### config.mk
export PLATFORM = sky130hd
export DESIGN_NAME = ppwd_ctrl
export DESIGN_NICKNAME = d
export VERILOG_FILES = /design/src/rtl/ppwd_pkg.sv /design/src/rtl/ppwd_ctrl.sv
export SDC_FILE = /design/constraint.sdc
export NUM_CORES = 1
export LEC_CHECK = 0
export BUFFER_PORTS_ARGS = -buffer_cell sky130_fd_sc_hd__clkbuf_2
export CORE_AREA = 2 2 39 41
export DETAILED_ROUTE_END_ITERATION = 10
export DIE_AREA = 0 0 41 43
export PLACE_DENSITY = 0.73
export SETUP_SLACK_MARGIN = 0.3
export SLEW_MARGIN = 20
export SYNTH_ARGS = -nofsm -noshare
export SYNTH_HDL_FRONTEND = slang
export SYNTH_SLANG_ARGS = --single-unit
### constraint.sdc
create_clock -name clk -period 1.8 [get_ports clk]
set_clock_uncertainty 0.15 [all_clocks]
set_input_delay 0.27 -clock clk [delete_from_list [all_inputs] [get_ports clk]]
set_output_delay 0.27 -clock clk [all_outputs]
set_load 0.01 [all_outputs]
### src/rtl/ppwd_pkg.sv
// ----------------------------------------------------------------------------
// ppwd_pkg
// Shared types and constants for the placement pair weighted distance core.
// ----------------------------------------------------------------------------
package ppwd_pkg;

  localparam int NODE_W     = 6;
  localparam int NODE_EXT_W = 11;   // holds any node count up to 1024
  localparam int LEN_W      = 24;
  localparam int WEIGHT_W   = 17;
  localparam int SUM_W      = 40;
  localparam int DMIN_W     = 26;   // three Q8.16 lengths added
  localparam int DPEND_W    = 27;   // plus two pendant lengths
  localparam int WPROD_W    = 33;   // product of two clamped weights
  localparam int TERM_W     = 28;
  localparam int KIND_W     = 2;

  localparam logic [WEIGHT_W-1:0] WEIGHT_ONE = 17'h10000;

  // request field layout on the slave tdata bus
  localparam int IN_TDATA_W  = 112;
  localparam int F_FIRST_LSB  = 0;
  localparam int F_SECOND_LSB = 6;
  localparam int F_EDGE_LSB   = 12;
  localparam int F_LEN_LSB    = 18;
  localparam int F_BRANCH_LSB = 42;
  localparam int F_PEND_LSB   = 66;
  localparam int F_WEIGHT_LSB = 90;

  localparam int OUT_TDATA_W = 40;

  typedef enum logic [KIND_W-1:0] {
    KIND_TABLE = 2'd0,
    KIND_A     = 2'd1,
    KIND_B     = 2'd2,
    KIND_NONE  = 2'd3
  } kind_t;

  typedef enum logic [1:0] {
    SEL_PP = 2'd0,
    SEL_PD = 2'd1,
    SEL_DP = 2'd2
  } tbl_sel_t;

  typedef enum logic [3:0] {
    ST_IDLE,
    ST_AREAD,
    ST_RD_PP,
    ST_RD_PD,
    ST_RD_DP,
    ST_MIN,
    ST_PEND,
    ST_MUL,
    ST_TERM,
    ST_ACC,
    ST_EMIT
  } state_t;

  // stored placement; distal length is kept instead of branch length
  typedef struct packed {
    logic [NODE_W-1:0]   prim;
    logic [NODE_W-1:0]   sec;
    logic [NODE_W-1:0]   edge_id;
    logic [LEN_W-1:0]    prox;
    logic [LEN_W-1:0]    distal;
    logic [LEN_W-1:0]    pend;
    logic [WEIGHT_W-1:0] weight;
  } place_t;

  typedef struct packed {
    logic     tbl_wr;
    logic     a_store;
    logic     b_load;
    logic     idx_clr;
    logic     idx_inc;
    logic     a_rd;
    logic     tbl_rd;
    tbl_sel_t tbl_sel;
    logic     cap_pp;
    logic     cap_pd;
    logic     calc_min;
    logic     calc_pend;
    logic     calc_mul;
    logic     calc_term;
    logic     acc;
    logic     emit;
  } cmd_t;

  typedef struct packed {
    logic a_empty;
    logic last_pair;
    logic out_busy;
  } stat_t;

endpackage

### src/rtl/ppwd_ctrl.sv
// ----------------------------------------------------------------------------
// ppwd_ctrl
// Sequencer: decodes requests and steps the datapath through each A/B pair.
// ----------------------------------------------------------------------------
module ppwd_ctrl (
  input  logic                  clk,
  input  logic                  rst,
  input  logic                  s_tvalid,
  output logic                  s_tready,
  input  logic [1:0]            s_tuser,
  input  logic                  s_tlast,
  input  ppwd_pkg::stat_t       stat,
  output ppwd_pkg::cmd_t        cmd
);

  ppwd_pkg::state_t state, state_next;
  logic             b_last;
  logic             accept;

  assign s_tready = (state == ppwd_pkg::ST_IDLE);
  assign accept   = s_tvalid && s_tready;

  always_ff @(posedge clk) begin
    if (rst) begin
      state <= ppwd_pkg::ST_IDLE;
    end else begin
      state <= state_next;
    end
  end

  always_ff @(posedge clk) begin
    if (accept && (ppwd_pkg::kind_t'(s_tuser) == ppwd_pkg::KIND_B)) begin
      b_last <= s_tlast;
    end
  end

  always_comb begin
    state_next  = state;
    cmd         = '0;
    cmd.tbl_sel = ppwd_pkg::SEL_PP;
    unique case (state)
      ppwd_pkg::ST_IDLE: begin
        if (accept) begin
          unique case (ppwd_pkg::kind_t'(s_tuser))
            ppwd_pkg::KIND_TABLE: cmd.tbl_wr = 1'b1;
            ppwd_pkg::KIND_A:     cmd.a_store = 1'b1;
            ppwd_pkg::KIND_B: begin
              cmd.b_load  = 1'b1;
              cmd.idx_clr = 1'b1;
              if (!stat.a_empty) begin
                state_next = ppwd_pkg::ST_AREAD;
              end else if (s_tlast) begin
                state_next = ppwd_pkg::ST_EMIT;
              end
            end
            default: ;
          endcase
        end
      end
      ppwd_pkg::ST_AREAD: begin
        cmd.a_rd   = 1'b1;
        state_next = ppwd_pkg::ST_RD_PP;
      end
      ppwd_pkg::ST_RD_PP: begin
        cmd.tbl_rd  = 1'b1;
        cmd.tbl_sel = ppwd_pkg::SEL_PP;
        state_next  = ppwd_pkg::ST_RD_PD;
      end
      ppwd_pkg::ST_RD_PD: begin
        cmd.cap_pp  = 1'b1;
        cmd.tbl_rd  = 1'b1;
        cmd.tbl_sel = ppwd_pkg::SEL_PD;
        state_next  = ppwd_pkg::ST_RD_DP;
      end
      ppwd_pkg::ST_RD_DP: begin
        cmd.cap_pd  = 1'b1;
        cmd.tbl_rd  = 1'b1;
        cmd.tbl_sel = ppwd_pkg::SEL_DP;
        state_next  = ppwd_pkg::ST_MIN;
      end
      ppwd_pkg::ST_MIN: begin
        cmd.calc_min = 1'b1;
        state_next   = ppwd_pkg::ST_PEND;
      end
      ppwd_pkg::ST_PEND: begin
        cmd.calc_pend = 1'b1;
        state_next    = ppwd_pkg::ST_MUL;
      end
      ppwd_pkg::ST_MUL: begin
        cmd.calc_mul = 1'b1;
        state_next   = ppwd_pkg::ST_TERM;
      end
      ppwd_pkg::ST_TERM: begin
        cmd.calc_term = 1'b1;
        state_next    = ppwd_pkg::ST_ACC;
      end
      ppwd_pkg::ST_ACC: begin
        cmd.acc = 1'b1;
        if (stat.last_pair) begin
          state_next = b_last ? ppwd_pkg::ST_EMIT : ppwd_pkg::ST_IDLE;
        end else begin
          cmd.idx_inc = 1'b1;
          state_next  = ppwd_pkg::ST_AREAD;
        end
      end
      ppwd_pkg::ST_EMIT: begin
        if (!stat.out_busy) begin
          cmd.emit   = 1'b1;
          state_next = ppwd_pkg::ST_IDLE;
        end
      end
      default: state_next = ppwd_pkg::ST_IDLE;
    endcase
  end

endmodule

==> results of run 1 <==
## routing by layer
metal,track usage [%],vias to the layer above,routed length (µm)
li1,-,297,-
met1,21.2,277,588
met2,38.1,30,1010
met3,1.57,4,98
met4,10.0,0,44
met5,0,-,0
## logic make-up after synthesis
family,share of synthesized area [%]
flip-flops,22.1
XOR/XNOR,1.76
AND/OR/NAND/NOR,53.0
AO/OA/AOI/OAI,10.8
buffers and inverters,12.3
## state kept, by name (all words and copies together) (netlist names)
register,count
b_last,1
state,4
## worst paths after layout
| check | start | end | cells after the start |
|---|---|---|---|
| worst max-delay path | state[0] | cmd[16] | 3 |
| worst min-delay path | s_tlast | b_last | 1 |
| worst max register to register | state[0] | state[3] | 8 |
| worst min register to register | state[0] | state[0] | 3 |
## stage by stage
| step | worst slack, ns | std cells | hold WS [ns] | setup TNS [ns] |
|---|---|---|---|---|
| after detailed placement | 0.124 | 96 | 0.318 | 0 |
| final | -0.0115 | 117 | 0.0794 | -0.0115 |
| after global placement | 0.196 | 96 | 0.315 | 0 |
| after CTS | -0.0252 | 111 | 0.0707 | -0.0252 |
| after global routing | -0.103 | 117 | 0.0767 | -0.308 |
| after floorplan | 0.162 | 57 | 0.182 | 0 |
## power by group
group	leakage (nW)	total (mW)	internal [mW]	switching [mW]
logic	0.371	0.403	0.205	0.198
clock network	0.0150	0.127	0.0836	0.0433
registers	0.0447	0.142	0.127	0.0150
total	0.430	0.672	0.416	0.256
## critical path, delay by kind of cell (launching register included)
kind | cells | cell delay, ns
buffers and inverters | 1 | 0.17
AND/OR/NAND/NOR | 2 | 0.62
flip-flops | 1 | 0.36
## final cells by class
| class | instances | area [µm²] | share of cell area, % |
|---|---|---|---|
| multi-input combinational | 44 | 458 | 47.0 |
| timing repair buffer | 46 | 337 | 34.6 |
| sequential | 5 | 125 | 12.9 |
| clock buffer | 4 | 26.3 | 2.70 |
| tap | 16 | 20.0 | 2.06 |
| inverter | 2 | 7.51 | 0.771 |
## cells in the final DEF, fill, tap and decap left out, drive strengths merged
cell type	count
nor2b	1
nand2	3
and4b	3
nor4bb	1
nor2	5
inv	2
nand2b	3
edfxtp	1
nor4	2
nand3b	1
nor3	14
or2b	1
xnor2	1
buf	38
dfxtp	4
a21oi	5
o21ai	2
clkbuf	12
and4bb	1
a32o	1
## what timing repair did
action                                  CTS  global route
pin swaps                                11             9
resized for setup                        30            32
buffers inserted                         11             6
endpoints found under the setup margin   21            21
==> flow_summary.yaml, run 1 <==
critical_path:
  crit_path_start_kind: "flop"
  cp_slowest_stage_delay_ns: 0.36
  r2r_slack_ns: 0.06
  cp_cell_sequence: "nor4_4, nor4bb_2, buf_2"
  crit_path_top_delay_cell: "dfxtp_4"
  worstPathArrival_ns: 1.39
  critical_path_class: "reg2out"
  endpoint_kind: "output pin"
  worstPathRequired_ns: 1.38
  cp_max_fo: 5
yosys:
  ys_warn_count: 0
  synth_area_leader_cell: "dfxtp_1"
  yosysSeqAreaShare_pct: 22.1
  ys.flop_type: "dfxtp_1"
  synth_area_um2: 498
  synth_edf_count: 1
  async_reset_ff_share_pct: 0
  synth.area.top_cells: "dfxtp_1 (16%), nor3_1 (9.0%), nor3_2 (8.0%)"
  synth.top_cells.by_count: "nor3_1 (9), nor2_1 (5), a21oi_1 (4), dfxtp_1 (4), nor3_2 (4)"
  avgSynthCellArea_um2: 8.74
  netlist_instances: 57
  ys_types: 27
  ys_seq_elements: 5
  syn-num-nets: 66
  synth_top_area_share_pct: 16.1
  synth.most_common_cell: "nor3_1"
route:
  drtIter0Drc: 0
  antenna_left: 0
  wl_per_cell_um: 14.9
  firstDrtPassIters: 1
  drc: 0
  wirelength_um: 1740
  via_per_inst: 5.20
  vias: 608
outcome:
  status: "finished with violations"
  violations: "negative setup slack"
finish:
  fillers: 114
  n_antenna_cell: 0
  drive_above_1_share_pct: 78.2
  area_delta_synth_final_pct: 95.5
  final_nets: 111
  final_util_pct: 70.3
  final_area_um2: 973
die:
  ioPinCount: 27
  initial_core_util_pct: 36.0
  row_count: 14
  die_w_um: 41
  die_area_um2: 1760
  coreArea_um2: 1380
  die-height_um: 43
place:
  portBuffers: 26
  dp_hpwl_um: 1000
  placed_area_um2: 623
  gp_congestion: 0.797
clock_network:
  cts-buffers-inserted: 3
  path_clk_slew_ns: 0.04
  htree_num_levels: 1
  cts_tree: "built"
  cts_root_buffer: "clkbuf_4"
  hold_buffers: 0
  clock_path_buffers: 2
  insertion_delay_ns: 0.24
  cts_sinks: 5
timing:
  slew_violations: 0
  setup_violations: 1
  rsz0062_at_grt: "yes"
  post-route-min-period_ns: 1.81
  worst_slew_pin_slew_ns: 0.313
  fin_crit_sh_pct: 101
  max_freq_ghz: 0.552
  hold_violations: 0
  finalWorstSetupSlack_ns: -0.0115
  max-slew-margin-rel_pct: 79.0
worst_hold_path:
  hold_path_class: "in2reg"
power_and_ir_drop:
  irDropWorstVdd_uv: 401
  p_leak_nw: 0.430
  power.density_nw_per_um2: 690
  power_mw: 0.672
global_routing:
  grt_pass1_wl_um: 2490
  grt_start_max_net_pins: 10
  grt_pass1_vias: 579
  gr-usage-all-layers_pct: 20.7
  grt_antenna_before_repair: 0
  grt_overflow: 0
run:
  drv_cap: 0
Note: power is estimated with default switching activity, not from simulation.
==> run 2: changes to the inputs <==
==> constraint.sdc (replaced) <==
create_clock -name clk -period 2.2 [get_ports clk]
set_clock_uncertainty 0.15 [all_clocks]
set_input_delay 0.33 -clock clk [delete_from_list [all_inputs] [get_ports clk]]
set_output_delay 0.33 -clock clk [all_outputs]
set_load 0.01 [all_outputs]
==> flow_summary.yaml, run 2 (synthesis gave the netlist of run 1 again) <==
critical_path:
  rr_worst_depth: 6
  cp_max_fo: 7
  timing.rr.start: "state[2]"
  crit_path_start_kind: "flop"
  endpoint_kind: "output pin"
  critical_path_class: "reg2out"
  worstPathArrival_ns: 1.40
  worstPathRequired_ns: 1.72
  reg2reg_to: "state[1]"
  r2r_slack_ns: 0.59
timing:
  slew_violations: 0
  fin_crit_sh_pct: 85.6
  tns_ns: 0
  worst_slew_pin_slew_ns: 0.342
  max_freq_ghz: 0.531
  post-route-min-period_ns: 1.88
  finalWorstSetupSlack_ns: 0.317
  setup_violations: 0
  hold_violations: 0
  rsz0062_at_grt: "yes"
  max-slew-margin-rel_pct: 77.0
worst_hold_path:
  hold_start: "s_tlast"
  whs_path_depth: 1
  hold_path_end: "b_last"
  hold_path_class: "in2reg"
route:
  wl_met1_um: 520
  wl_met3_um: 81
  drtIter0Drc: 8
  firstDrtPassIters: 2
  drc: 0
  antenna_left: 0
  met2_wirelength_um: 580
  vias: 513
  wirelength_um: 1200
  via_per_inst: 5.08
  wl_per_cell_um: 11.8
  dr.max_layer_used: "met4"
power_and_ir_drop:
  power_mw: 0.424
  irDropWorstVdd_uv: 310
  p_leak_nw: 0.312
  power.density_nw_per_um2: 641
finish:
  n_antenna_cell: 0
  top_register: "state"
  drive_above_1_share_pct: 57.6
  area_delta_synth_final_pct: 32.7
  final_cell_mix: "clkbuf_2 (22), nor3_1 (9), nor2_1 (5)"
  largestRegisters: "state x4, b_last x1"
  final_nets: 95
  instances_no_fill: 101
  largest_register_ffs: 4
  final_common_cell: "clkbuf_2"
die:
  die-height_um: 43
  die_w_um: 41
  coreArea_um2: 1380
  die_area_um2: 1760
  row_count: 14
  initial_core_util_pct: 36.0
  ioPinCount: 27
clock_network:
  cts_root_buffer: "clkbuf_4"
  insertion_delay_ns: 0.25
  htree_num_levels: 1
  cts_tree: "built"
  cts-buffers-inserted: 3
  path_clk_slew_ns: 0.04
  cts_sinks: 5
  hold_buffers: 0
  clock_path_buffers: 2
global_routing:
  gr-usage-all-layers_pct: 16.2
  grt_antenna_before_repair: 0
  grt_pass1_vias: 412
  grt_pass1_wl_um: 1890
  grt_start_max_net_pins: 12
  grt_overflow: 0
run:
  drv_cap: 0
outcome:
  status: "complete, no violations"
place:
  dp_hpwl_um: 875
  dp_slack_ns: 0.415
  placed_cells: 93
  gp_congestion: 0.798
  portBuffers: 26
run 2: changes by cell type in the layout (fill, tap and decap cells not counted), sizes merged:
cell | before | now
buf | 38 | 8
clkbuf | 12 | 26
run 2: worst max-delay path: stages, from the launching register on:
cell and delay [ns]:
dfxtp_4 0.36, nor4_4 0.39, nor4bb_1 0.24, buf_2 0.17
run 2: what timing repair did:
item | CTS | global route
resized for setup | 5 | 5
endpoints found under the setup margin | 10 | 5
pin swaps | 1 | 3
setup buffers | 2 | 2
cloned | 0 | 0
run 2: final cells by class:
type                    instances  area, µm²
repair buffers                 30        160
clock buffers                   4       26.3
inverters                       2       7.51
flip-flops and latches          5        120
multi-input cells              44        327
fillers                       142        723
well taps                      16       20.0
run 2: power by group:
group | switching [mW] | internal (mW) | total, mW | leakage, nW
Combinational | 0.0979 | 0.0907 | 0.189 | 0.253
Clock | 0.0420 | 0.0688 | 0.111 | 0.0150
Sequential | 0.0203 | 0.104 | 0.124 | 0.0441
run 2: worst max path at each step:
stage,slack (ns),to,from,depth (start not counted)
6_report,0.32,cmd[16],state[2],3
5_1_grt,0.25,cmd[16],state[2],3
4_1_cts,0.30,cmd[16],state[2],3
3_5_place_dp,0.41,cmd[16],state[3],3
3_3_place_gp,0.45,cmd[16],state[3],3
2_1_floorplan,0.43,cmd[14],state[2],4
run 2: metal layers:
metal | GRT usage [%] | vias up
li1 | - | 263
met1 | 23.1 | 225
met2 | 20.6 | 23
met3 | 4.71 | 2
met4 | 10.0 | 0
met5 | 0 | -
run 2: through the flow:
step	instance area, µm²	hold slack (ns)	utilization [%]
after floorplan	498	0.250	-
after global placement	594	0.381	42.9
after detailed placement	594	0.384	42.9
after CTS	643	0.127	46.5
after global routing	661	0.139	47.7
final	661	0.135	47.7
==> run 3: changes to the inputs <==
--- a/config.mk
+++ b/config.mk
@@ -6,10 +6,11 @@
 export NUM_CORES = 1
 export LEC_CHECK = 0
 export BUFFER_PORTS_ARGS = -buffer_cell sky130_fd_sc_hd__clkbuf_2
-export CORE_AREA = 2 2 39 41
+export CELL_PAD_IN_SITES_DETAIL_PLACEMENT = 1
+export CELL_PAD_IN_SITES_GLOBAL_PLACEMENT = 2
+export CORE_UTILIZATION = 24
 export DETAILED_ROUTE_END_ITERATION = 10
-export DIE_AREA = 0 0 41 43
-export PLACE_DENSITY = 0.73
+export PLACE_DENSITY = 0.83
 export SETUP_SLACK_MARGIN = 0.3
 export SLEW_MARGIN = 20
 export SYNTH_ARGS = -nofsm -noshare
==> flow_summary.yaml, run 3 (synthesis gave the netlist of run 1 again) <==
clock_network:
  insertion_delay_ns: 0.24
  clock_path_buffers: 2
  cts_sinks: 5
  hold_buffers: 0
  path_clk_slew_ns: 0.05
  cts-buffers-inserted: 3
  htree_num_levels: 1
  cts_tree: "built"
  cts_root_buffer: "clkbuf_4"
die:
  initial_core_util_pct: 25.4
  die-height_um: 47.6
  coreArea_um2: 1960
  die_area_um2: 2260
  row_count: 16
  ioPinCount: 27
  die_w_um: 47.6
critical_path:
  rr_worst_depth: 4
  critical_path_class: "reg2out"
  endpoint_kind: "output pin"
  r2r_slack_ns: 0.70
  crit_path_start_kind: "flop"
  worstPathArrival_ns: 1.38
  startpoint: "state[3]"
  cp_max_fo: 6
  timing.rr.start: "state[1]"
  reg2reg_to: "state[3]"
  setup.worst_path.end: "cmd[6]"
  worstPathRequired_ns: 1.72
worst_hold_path:
  hold_path_class: "in2reg"
timing:
  max_freq_ghz: 0.539
  max-slew-margin-rel_pct: 80.2
  hold_violations: 0
  fin_crit_sh_pct: 84.4
  slew_violations: 0
  finalWorstSetupSlack_ns: 0.343
  worst_slew_pin_slew_ns: 0.294
  tns_ns: 0
  setup_violations: 0
  rsz0062_at_grt: "yes"
  post-route-min-period_ns: 1.86
power_and_ir_drop:
  power.density_nw_per_um2: 617
  irDropWorstVdd_uv: 266
  power_mw: 0.414
  p_leak_nw: 0.302
finish:
  n_antenna_cell: 0
  instances_no_fill: 110
  fillers: 263
  drive_above_1_share_pct: 59.0
  largestRegisters: "state x4, b_last x1"
  largest_register_ffs: 4
  final_util_pct: 34.2
  final_common_cell: "clkbuf_2"
  area_delta_synth_final_pct: 34.7
  top_register: "state"
  final_nets: 93
  final_cell_mix: "clkbuf_2 (24), nor3_1 (9), nor3_2 (4), nor2_1 (4), a21oi_1 (4)"
place:
  dp_hpwl_um: 1030
  portBuffers: 26
  dp_slack_ns: 0.461
  gp_congestion: 0.699
  placed_cells: 105
route:
  via_per_inst: 4.78
  wirelength_um: 1350
  firstDrtPassIters: 2
  drc: 0
  antenna_left: 0
  drtIter0Drc: 1
  vias: 526
  wl_per_cell_um: 12.3
global_routing:
  grt_start_max_net_pins: 13
  grt_overflow: 0
  grt_pass1_wl_um: 2120
  gr-usage-all-layers_pct: 13.6
  grt_antenna_before_repair: 0
  grt_pass1_vias: 495
outcome:
  status: "complete, no violations"
run:
  drv_cap: 0
## run 3: per-layer routing
layer	GRT usage [%]	wire length, µm
met5	0	0
met4	5.00	0
met3	4.53	74
met2	23.8	692
met1	15.3	583
## run 3: through the flow
stage	instance area, µm²	hold slack (ns)
CTS	657	0.125
global placement	616	0.375
floorplan	498	0.250
detailed placement	616	0.379
global route	671	0.131
finish	671	0.133
## run 3: worst min path at each step
stage	start	endpoint	slack (ns)	depth (start not counted)
5_1_grt	s_tlast	b_last	0.13	1
4_1_cts	s_tlast	b_last	0.12	1
2_1_floorplan	rst	state[1]	0.25	1
3_5_place_dp	s_tlast	b_last	0.38	1
6_report	s_tlast	b_last	0.13	1
3_3_place_gp	s_tlast	b_last	0.38	1
## run 3: repair_timing
action	in CTS	in global routing
cloned	0	0
endpoints found under the setup margin	12	11
pin swaps	1	2
setup buffers	1	0
resized for setup	5	6
## run 3: worst max-delay path: stages, from the launching register on
cell and delay, ns:
dfxtp_4 0.36, buf_4 0.16, or2b_1 0.28, nor3_1 0.17
clkbuf_2 0.17
## run 3: layout make-up
type                            instances  area (µm²)  area share, %
Tap cell                               27        33.8           5.04
Sequential cell                         5         123           18.3
Inverter                                2        7.51           1.12
Clock buffer                            4        26.3           3.92
Multi-Input combinational cell         44         335           50.0
Timing Repair Buffer                   28         145           21.6
## run 3: power by group
group | internal (mW) | switching [mW]
logic | 0.0845 | 0.0932
clock network | 0.0686 | 0.0382
registers | 0.104 | 0.0250
total | 0.257 | 0.156
